==> src/rtl/core/cara_pkg.sv <==
// ---------------------------------------------------------------------------
// cara_pkg: shared types and constants of the row evolver
// Holds the controller state type, status codes and config indexes.
// ---------------------------------------------------------------------------
package cara_pkg;

    localparam int unsigned RuleW = 32;
    localparam int unsigned GenW  = 40;
    localparam int unsigned SumW  = 64;
    localparam int unsigned StW   = 2;
    localparam int unsigned CfgW  = 40;

    localparam logic [StW-1:0] ST_OK       = 2'd0;
    localparam logic [StW-1:0] ST_RULE0    = 2'd1;
    localparam logic [StW-1:0] ST_OVERFLOW = 2'd2;

    localparam logic CFG_RULE = 1'b0;
    localparam logic CFG_GENS = 1'b1;

    typedef enum logic [2:0] {
        S_LOAD,
        S_GEN,
        S_CMP,
        S_MUL,
        S_COPY,
        S_SUM,
        S_OUT
    } t_state;

endpackage

==> src/rtl/core/cara_ram.sv <==
// ---------------------------------------------------------------------------
// cara_ram: generic single-port-write, single-read RAM
// One write and one registered read each cycle.
// ---------------------------------------------------------------------------
module cara_ram #(
    parameter int unsigned WIDTH = 1,
    parameter int unsigned DEPTH = 1024
) (
    input  logic                     i_clk,
    input  logic                     i_we,
    input  logic [$clog2(DEPTH)-1:0] i_waddr,
    input  logic [WIDTH-1:0]         i_wdata,
    input  logic [$clog2(DEPTH)-1:0] i_raddr,
    output logic [WIDTH-1:0]         o_rdata
);
    logic [WIDTH-1:0] r_mem [DEPTH];
    logic [WIDTH-1:0] r_rdata;

    always_ff @(posedge i_clk) begin
        if (i_we) begin
            r_mem[i_waddr] <= i_wdata;
        end
        r_rdata <= r_mem[i_raddr];
    end

    assign o_rdata = r_rdata;
endmodule

==> src/rtl/core/cellular_automaton_row_evolver.sv <==
// ---------------------------------------------------------------------------
// cellular_automaton_row_evolver: radius-2 binary cellular automaton
// Loads a row one cell per request, evolves it, returns the live-cell sum.
// ---------------------------------------------------------------------------
// Channel  Dir  Handshake              Payload
// s_axis   in   s_axis_tvalid/tready   tdata[0]=cell_req, tlast=last_cell
// m_axis   out  m_axis_tvalid/tready   tdata[63:0]=live_sum, tuser[1:0]=status
// cfg      in   i_cfg_we               i_cfg_index, i_cfg_data
//
// Cells load at one per cycle while no result waits. After the last cell, each
// generation scans the row, compares the new row with the old one and copies
// the new row back. A translated row instead folds the remaining shift into
// the origin with a shift-add product, one multiplier bit at a time. A final
// pass sums, and the S_OUT state loads the result into the output register.
// Each phase reads its row memory through that memory's single read port.
// Reset clears control state only; row memories hold no reset value.
// A result waits in the output register; the next row does not load until
// it is taken.
module cellular_automaton_row_evolver
    import cara_pkg::*;
#(
    parameter int unsigned MAX_CELLS = 1024
) (
    input  logic            i_clk,
    input  logic            i_rst_n,
    input  logic            s_axis_tvalid,
    output logic            s_axis_tready,
    input  logic [7:0]      s_axis_tdata,   // [0] cell_req
    input  logic            s_axis_tlast,
    output logic            m_axis_tvalid,
    input  logic            m_axis_tready,
    output logic [SumW-1:0] m_axis_tdata,   // [63:0] live_sum
    output logic [StW-1:0]  m_axis_tuser,   // [1:0] status
    input  logic            i_cfg_we,
    input  logic            i_cfg_index,
    input  logic [CfgW-1:0] i_cfg_data
);
    localparam int unsigned AW = $clog2(MAX_CELLS);
    localparam int unsigned LW = AW + 1;
    localparam int unsigned CW = LW + 1;   // scan counter up to len+4 and beyond

    t_state r_state, n_state;
    logic [RuleW-1:0] r_rule;
    logic [GenW-1:0]  r_gens, r_gcnt;
    logic [LW-1:0]    r_len;
    logic [SumW-1:0]  r_org, r_shift, r_sum;
    logic             r_ovf;
    logic [CW-1:0]    r_j;          // scan index (read address issued)
    logic             r_rv;         // a read was issued last cycle
    logic [CW-1:0]    r_jd;         // index of that read
    logic [4:0]       r_win;
    logic             r_found;
    logic [LW:0]      r_pos, r_nlen;
    logic             r_diff;
    logic [SumW-1:0]  r_mcand;      // shifted multiplicand of the shift product
    logic [GenW-1:0]  r_mrem;       // multiplier bits not yet applied
    logic [SumW-1:0]  r_res;
    logic [StW-1:0]   r_st;
    logic             r_ov;

    logic          cur_we, nxt_we, cur_q, nxt_q, cur_wd;
    logic [AW-1:0] cur_wa, cur_ra, nxt_wa, nxt_ra;
    logic          bit_in, v, gen_ovf, load_ovf, scan_last, rd_ok, scan_done, same_row;
    logic [4:0]    win_n;

    cara_ram #(.WIDTH(1), .DEPTH(MAX_CELLS)) u_cur (
        .i_clk(i_clk), .i_we(cur_we), .i_waddr(cur_wa), .i_wdata(cur_wd),
        .i_raddr(cur_ra), .o_rdata(cur_q));
    cara_ram #(.WIDTH(1), .DEPTH(MAX_CELLS)) u_nxt (
        .i_clk(i_clk), .i_we(nxt_we), .i_waddr(nxt_wa), .i_wdata(v),
        .i_raddr(nxt_ra), .o_rdata(nxt_q));

    logic s_acc, m_acc;
    assign s_acc = s_axis_tvalid && s_axis_tready;
    assign m_acc = m_axis_tvalid && m_axis_tready;
    assign s_axis_tready = (r_state == S_LOAD) && !r_ov;
    assign m_axis_tvalid = r_ov;
    assign m_axis_tdata  = r_res;
    assign m_axis_tuser  = r_st;

    // A cell past capacity, including the final one, makes the load overflow.
    assign load_ovf = r_ovf || (r_len >= LW'(MAX_CELLS));

    // Generation scan datapath: window built from the cell read last cycle.
    assign bit_in = r_rv && (r_jd < CW'(r_len)) ? cur_q : 1'b0;
    assign win_n  = {r_win[3:0], bit_in};
    assign v      = r_rule[win_n];

    // A live cell at a position past capacity ends evolution at once.
    assign gen_ovf = r_rv && v && (r_pos >= (LW+1)'(MAX_CELLS));

    // read for index len+3 is the final neighbourhood
    assign scan_last = r_rv && (r_jd == CW'(r_len) + CW'(3));

    // Phases with counter r_j:
    // S_GEN : read cur[j]; emit into nxt.
    // S_CMP : read cur[j], nxt[j] compared at r_jd.
    // S_COPY: read nxt[j], write cur at r_jd.
    // S_SUM : read cur[j], accumulate.
    assign rd_ok     = (r_j < CW'(r_len));
    assign scan_done = !rd_ok && !r_rv;
    assign same_row  = (r_nlen == (LW+1)'(r_len)) && !r_diff;
    assign cur_ra = r_j[AW-1:0];
    assign nxt_ra = r_j[AW-1:0];

    always_comb begin
        cur_we = 1'b0;
        cur_wa = r_len[AW-1:0];
        cur_wd = s_axis_tdata[0];
        nxt_we = 1'b0;
        nxt_wa = r_pos[AW-1:0];
        case (r_state)
            S_LOAD: begin
                cur_we = s_acc && (r_len < LW'(MAX_CELLS));
            end
            S_GEN: begin
                nxt_we = r_rv && (r_found || v) && (r_pos < (LW+1)'(MAX_CELLS));
            end
            S_COPY: begin
                cur_we = r_rv;
                cur_wa = r_jd[AW-1:0];
                cur_wd = nxt_q;
            end
            default: ;
        endcase
    end

    always_comb begin
        n_state = r_state;
        case (r_state)
            S_LOAD: begin
                if (s_acc && s_axis_tlast) begin
                    if (r_rule[0] || load_ovf) begin
                        n_state = S_OUT;
                    end else if (r_gens != '0) begin
                        n_state = S_GEN;
                    end else begin
                        n_state = S_SUM;
                    end
                end
            end
            S_GEN: begin
                if (gen_ovf) begin
                    n_state = S_OUT;
                end else if (scan_last) begin
                    n_state = S_CMP;
                end
            end
            S_CMP: begin
                if (scan_done) begin
                    n_state = same_row ? S_MUL : S_COPY;
                end
            end
            S_MUL: begin
                if (r_mrem == '0) begin
                    n_state = S_SUM;
                end
            end
            S_COPY: begin
                // The copy ends a generation; once the count is reached, sum.
                if (scan_done) begin
                    n_state = (r_gcnt >= r_gens) ? S_SUM : S_GEN;
                end
            end
            S_SUM: begin
                if (scan_done) begin
                    n_state = S_OUT;
                end
            end
            S_OUT: begin
                n_state = S_LOAD;
            end
            default: n_state = S_LOAD;
        endcase
    end

    // The sequencer's datapath registers.
    always_ff @(posedge i_clk) begin
        if (!i_rst_n) begin
            r_state <= S_LOAD;
            r_rule  <= '0;
            r_gens  <= GenW'(20);
            r_len   <= '0;
            r_org   <= '0;
            r_gcnt  <= '0;
            r_ovf   <= 1'b0;
            r_ov    <= 1'b0;
            r_rv    <= 1'b0;
            r_j     <= '0;
        end else begin
            if (i_cfg_we) begin
                if (i_cfg_index == CFG_RULE) begin
                    r_rule <= i_cfg_data[RuleW-1:0];
                end else begin
                    r_gens <= i_cfg_data[GenW-1:0];
                end
            end
            if (m_acc) begin
                r_ov <= 1'b0;
            end
            r_state <= n_state;
            r_rv    <= 1'b0;
            r_jd    <= r_j;
            case (r_state)
                S_LOAD: begin
                    if (s_acc) begin
                        if (r_len < LW'(MAX_CELLS)) begin
                            r_len <= r_len + LW'(1);
                        end else begin
                            r_ovf <= 1'b1;
                        end
                    end
                    r_j <= '0; r_win <= '0; r_found <= 1'b0; r_pos <= '0;
                    r_nlen <= '0; r_shift <= '1 - SumW'(1); r_diff <= 1'b0;
                    r_sum <= '0;
                    if (s_acc && s_axis_tlast) begin
                        r_st <= r_rule[0] ? ST_RULE0 : (load_ovf ? ST_OVERFLOW : ST_OK);
                    end
                end
                S_GEN: begin
                    if (r_j <= CW'(r_len) + CW'(3)) begin
                        r_rv <= 1'b1;
                        r_j  <= r_j + CW'(1);
                    end
                    if (r_rv) begin
                        r_win <= win_n;
                        if (!r_found && !v) begin
                            r_shift <= r_shift + SumW'(1);
                        end else begin
                            r_found <= 1'b1;
                            if (v) begin
                                if (gen_ovf) begin
                                    r_st  <= ST_OVERFLOW;
                                    r_sum <= '0;
                                end
                                r_nlen <= r_pos + (LW+1)'(1);
                            end
                            r_pos <= r_pos + (LW+1)'(1);
                        end
                    end
                    if (scan_last) begin
                        r_j <= '0;
                        r_rv <= 1'b0;
                    end
                end
                S_CMP: begin
                    if (rd_ok) begin
                        r_rv <= 1'b1;
                        r_j  <= r_j + CW'(1);
                    end
                    if (r_rv && (cur_q != nxt_q)) begin
                        r_diff <= 1'b1;
                    end
                    if (scan_done) begin
                        r_j <= '0;
                        if (same_row) begin
                            // Remaining generations each add the same shift.
                            r_mcand <= r_shift;
                            r_mrem  <= r_gens - r_gcnt;
                            r_gcnt  <= r_gens;
                        end else begin
                            r_org  <= r_org + r_shift;
                            r_gcnt <= r_gcnt + GenW'(1);
                        end
                        r_len <= r_nlen[LW-1:0];
                    end
                end
                S_MUL: begin
                    // One multiplier bit per cycle; the product wraps at 64 bits.
                    if (r_mrem != '0) begin
                        if (r_mrem[0]) begin
                            r_org <= r_org + r_mcand;
                        end
                        r_mcand <= r_mcand << 1;
                        r_mrem  <= r_mrem >> 1;
                    end
                end
                S_COPY: begin
                    if (rd_ok) begin
                        r_rv <= 1'b1;
                        r_j  <= r_j + CW'(1);
                    end
                    if (scan_done) begin
                        r_j <= '0; r_win <= '0; r_found <= 1'b0; r_pos <= '0;
                        r_nlen <= '0; r_shift <= '1 - SumW'(1); r_diff <= 1'b0;
                    end
                end
                S_SUM: begin
                    if (rd_ok) begin
                        r_rv <= 1'b1;
                        r_j  <= r_j + CW'(1);
                    end
                    if (r_rv && cur_q) begin
                        r_sum <= r_sum + r_org + SumW'(r_jd);
                    end
                end
                S_OUT: begin
                    r_res <= r_sum;
                    r_ov  <= 1'b1;
                    r_len <= '0; r_org <= '0; r_gcnt <= '0; r_ovf <= 1'b0;
                end
                default: ;
            endcase
        end
    end

    assert property (@(posedge i_clk) disable iff (!i_rst_n)
        s_axis_tready |-> !m_axis_tvalid)
        else $error("load while result pending");
    assert property (@(posedge i_clk) disable iff (!i_rst_n)
        (r_state == S_OUT) |=> m_axis_tvalid)
        else $error("result not presented");
    assert property (@(posedge i_clk) disable iff (!i_rst_n)
        (r_len <= LW'(MAX_CELLS)))
        else $error("row length beyond capacity");
endmodule

==> config.mk <==
export PLATFORM = sky130hd
export DESIGN_NAME = cellular_automaton_row_evolver
export DESIGN_NICKNAME = d
export VERILOG_FILES = /design/src/rtl/core/cara_pkg.sv /design/src/rtl/core/cara_ram.sv /design/src/rtl/core/cellular_automaton_row_evolver.sv
export SDC_FILE = /design/constraint.sdc
export NUM_CORES = 2
export LEC_CHECK = 0
export ABC_AREA = 0
export BUFFER_PORTS_ARGS = -buffer_cell sky130_fd_sc_hd__buf_4
export CORE_MARGIN = 3
export CORE_UTILIZATION = 40
export DETAILED_ROUTE_END_ITERATION = 12
export PLACE_DENSITY_LB_ADDON = 0.25
export REMOVE_ABC_BUFFERS = 1
export SLEW_MARGIN = 20
export SYNTH_ARGS = -nofsm -noshare
export SYNTH_HDL_FRONTEND = slang
export SYNTH_SLANG_ARGS = --single-unit
export TNS_END_PERCENT = 50
==> constraint.sdc <==
create_clock -name i_clk -period 22.5 [get_ports i_clk]
set_input_delay 4.5 -clock i_clk [delete_from_list [all_inputs] [get_ports i_clk]]
set_output_delay 4.5 -clock i_clk [all_outputs]
set_load 0.01 [all_outputs]
==> qor.yml <==
status: "finished clean"
power.switching_uw: 4300
finalClockSkew_ps: 105
cts_buffer_depth: 4
grt_max_degree: 293
setup_viol: 0
final_layout_size_suffix_gt1_share_pct: 15.6
vias: 77200
yosys_warnings: 0
antenna_left: 0
ys_ff_latch: 2595
hold_violations: 0
grt_pass1_wl_um: 487000
arrival_ps: 8690
seqPwrFrac_pct: 41.6
drtIter0Drc: 7892
row_count: 202
place_congestion: 0.884
setup_tns_ps: 0
netlist_instances: 9511
maxCapViolations: 0
crit_required_ps: 23280
drcViolationCount: 0
hold_start: "r_rule[9]"
crit_start: "r_j[0]"
finalPower_uw: 14000
cts-hold-fix-buffers: 0
crit_chain: "buf_4 > buf_12 > buf_4 > buf_4 > buf_4 > mux4_2 > mux4_2 > mux4_2 > mux4_2 > mux4_2"
utilization_pct: 45.1
p_leak_uw: 0.0425
track_usage_pct: 20.4
die_w_um: 559
syn_avg_cell_area_um2: 12.9
maxSlewViolCount: 0
critPathLaunchType: "flip-flop"
num_io_pins: 123
io_buffers: 115
final.min_clock_period_ps: 7910
coreArea_mm2: 0.304
power_frac_comb_pct: 24.1
switching_share_pct: 30.7
worstSetupPathType: "reg -> reg"
grt_pass1_vias: 76900
synth.distinct_cells: 77
ys.flop_type: "edfxtp_1"
hpwlAfterDp_um: 189000
r2r_slack_ps: 14590
worst_slew_pin_slew_ps: 1180
ctsResizeCount: 0
area_growth_pct: 11.8
synth_enable_flop_cells: 2388
cp_slowest_cell: "buf_4"
syn-cell-area_mm2: 0.122
worst_path_most_repeated_cell: "mux4_2"
wl_um: 326000
power_density_mw_per_mm2: 103
vdd_ir_drop_max_mv: 0.0745
fp.dieH_um: 559
async_reset_ff_share_pct: 0
firstDrtPassIters: 6
crit_path_end_kind: "flip-flop"
antenna_found_initial: 4
period_share_pct: 35.1
relSlewSlack_pct: 21.0
viasPerCell: 5.66
nets: 9648
root_buffer: "clkbuf_16"
grt-ovfl-total: 0
r2r-start: "r_j[0]"
drt-wirelength-per-cell_um: 23.9
internal_power_uw: 9720
cpPeakStageDelay_ps: 850
cts_buffers: 292
clkTransAtPathRegs_ps: 60
post-cts-setup-buffer-count: 0
clk_latency_ps: 940
hold_path.class: "reg -> reg"
fmax_mhz: 126
ctsHtreeMaxLevel: 5
cts.sinks: 2595
fillCellCount: 27400
fp.dieArea_mm2: 0.312
initial_core_util_pct: 40.3
rsz0062_at_grt: "no"
synth_seq_area_share_pct: 62.0
clockPowerShare_pct: 34.2
cts_tree: "built"
crit_fanout: 102
[area by class of cell]
type	count	area, um^2	share of cell area, %
Inverter	127	489	0.358
Tap cell	4080	5100	3.73
Timing Repair Buffer	254	2100	1.54
Clock inverter	172	1920	1.40
Antenna cell	2	5.00	0.00366
Sequential cell	2595	75900	55.5
Clock buffer	359	7720	5.64
Multi-Input combinational cell	6049	43500	31.8
[sequential cells by signal, summed over array words and instances (netlist names), 3 cells and up]
register,cells
u_nxt.r_mem,1024
r_win,4
m_axis_tdata,64
r_gens,40
r_mrem,40
r_gcnt,40
r_shift,64
r_nlen,12
r_len,11
r_jd,12
r_sum,64
r_pos,12
u_cur.r_mem,1024
r_rule,32
r_mcand,64
r_org,64
r_j,12
r_state,3
[per-layer routing]
layer,vias to the layer above,share of wire (%),GRT usage [%],routed length [um]
met5,-,0,0,0
met4,0,3.1,5.92,10000
met3,576,6.5,2.73,21300
met2,2470,49,34.3,160000
met1,39700,41,27.6,135000
li1,34500,-,-,-
[power groups by stage]
stage	combinational [uW]	sequential (uW)	clock [uW]
global route	3720	5850	5080
floorplan	2680	6280	0
CTS	3380	5840	4910
global placement	3330	5940	0
finish	3380	5840	4800
detailed placement	3370	5940	0
[stage by stage]
stage / worst slack, ps / cell area (um^2) / hold slack (ps) / std cells
floorplan: -7670 / 119000 / 426 / 8771
global placement: 14110 / 127000 / 442 / 13100
detailed placement: 13770 / 127000 / 446 / 13100
CTS: 14260 / 137000 / 455 / 13600
global route: 13900 / 137000 / 468 / 13600
finish: 14590 / 137000 / 453 / 13600
[cell families after synthesis]
| logic type | after synthesis | share of synthesized area (%) |
|---|---|---|
| DFF | 2595 | 62.0 |
| AOI/OAI and AO/OA | 1019 | 5.11 |
| adders and majority gates | 274 | 2.89 |
| muxes | 715 | 12.8 |
| and+or+nand+nor | 3816 | 12.8 |
| buffers and inverters | 867 | 2.75 |
| xor gates and xnor gates | 225 | 1.61 |
[critical path, delay by kind of cell (launching register included)]
| family | cells | cell delay, ps |
|---|---|---|
| DFF | 1 | 790 |
| muxes | 5 | 2800 |
| buffers and inverters | 5 | 3830 |
[path summary, 6_finish.rpt]
path                        end  cells after the start
setup / recovery  u_cur.o_rdata                     10
hold reg to reg       r_rule[9]                      2
setup reg to reg  u_cur.o_rdata                     10
hold / removal        r_rule[9]                      2
[synthesized netlist by cell type, types with 118 or more instances]
| cell type | number | share of area, % |
|---|---|---|
| edfxtp_1 | 2388 | 59 |
| nor2_1 | 2378 | 7.3 |
| nand2_1 | 802 | 2.5 |
| mux4_2 | 676 | 12 |
| clkbuf_1 | 590 | 1.8 |
| a21oi_1 | 395 | 1.6 |
| ha_1 | 259 | 2.6 |
| dfxtp_1 | 207 | 3.4 |
| o21ai_0 | 199 | 0.81 |
| xnor2_1 | 132 | 0.95 |
| nand3_1 | 129 | 0.53 |
| inv_1 | 120 | 0.37 |
| nor3_1 | 118 | 0.48 |
[placed cells by master (no fill, tap or decap), types with 44 or more instances in the layout]
master,instances
edfxtp_1,2388
nor2_1,2374
nand2_1,739
mux4_2,676
a21oi_1,394
clkbuf_16,298
ha_1,259
buf_4,237
dfxtp_1,200
o21ai_0,199
xnor2_1,132
inv_1,119
nor3_1,116
nand3_1,116
a21o_1,101
xor2_1,93
and3_1,69
nand4_1,65
clkinv_1,58
clkbuf_1,58
nand2_2,57
clkinv_2,46
nor2b_1,44
nor4_1,44
Power figures use the tool's default switching activity.
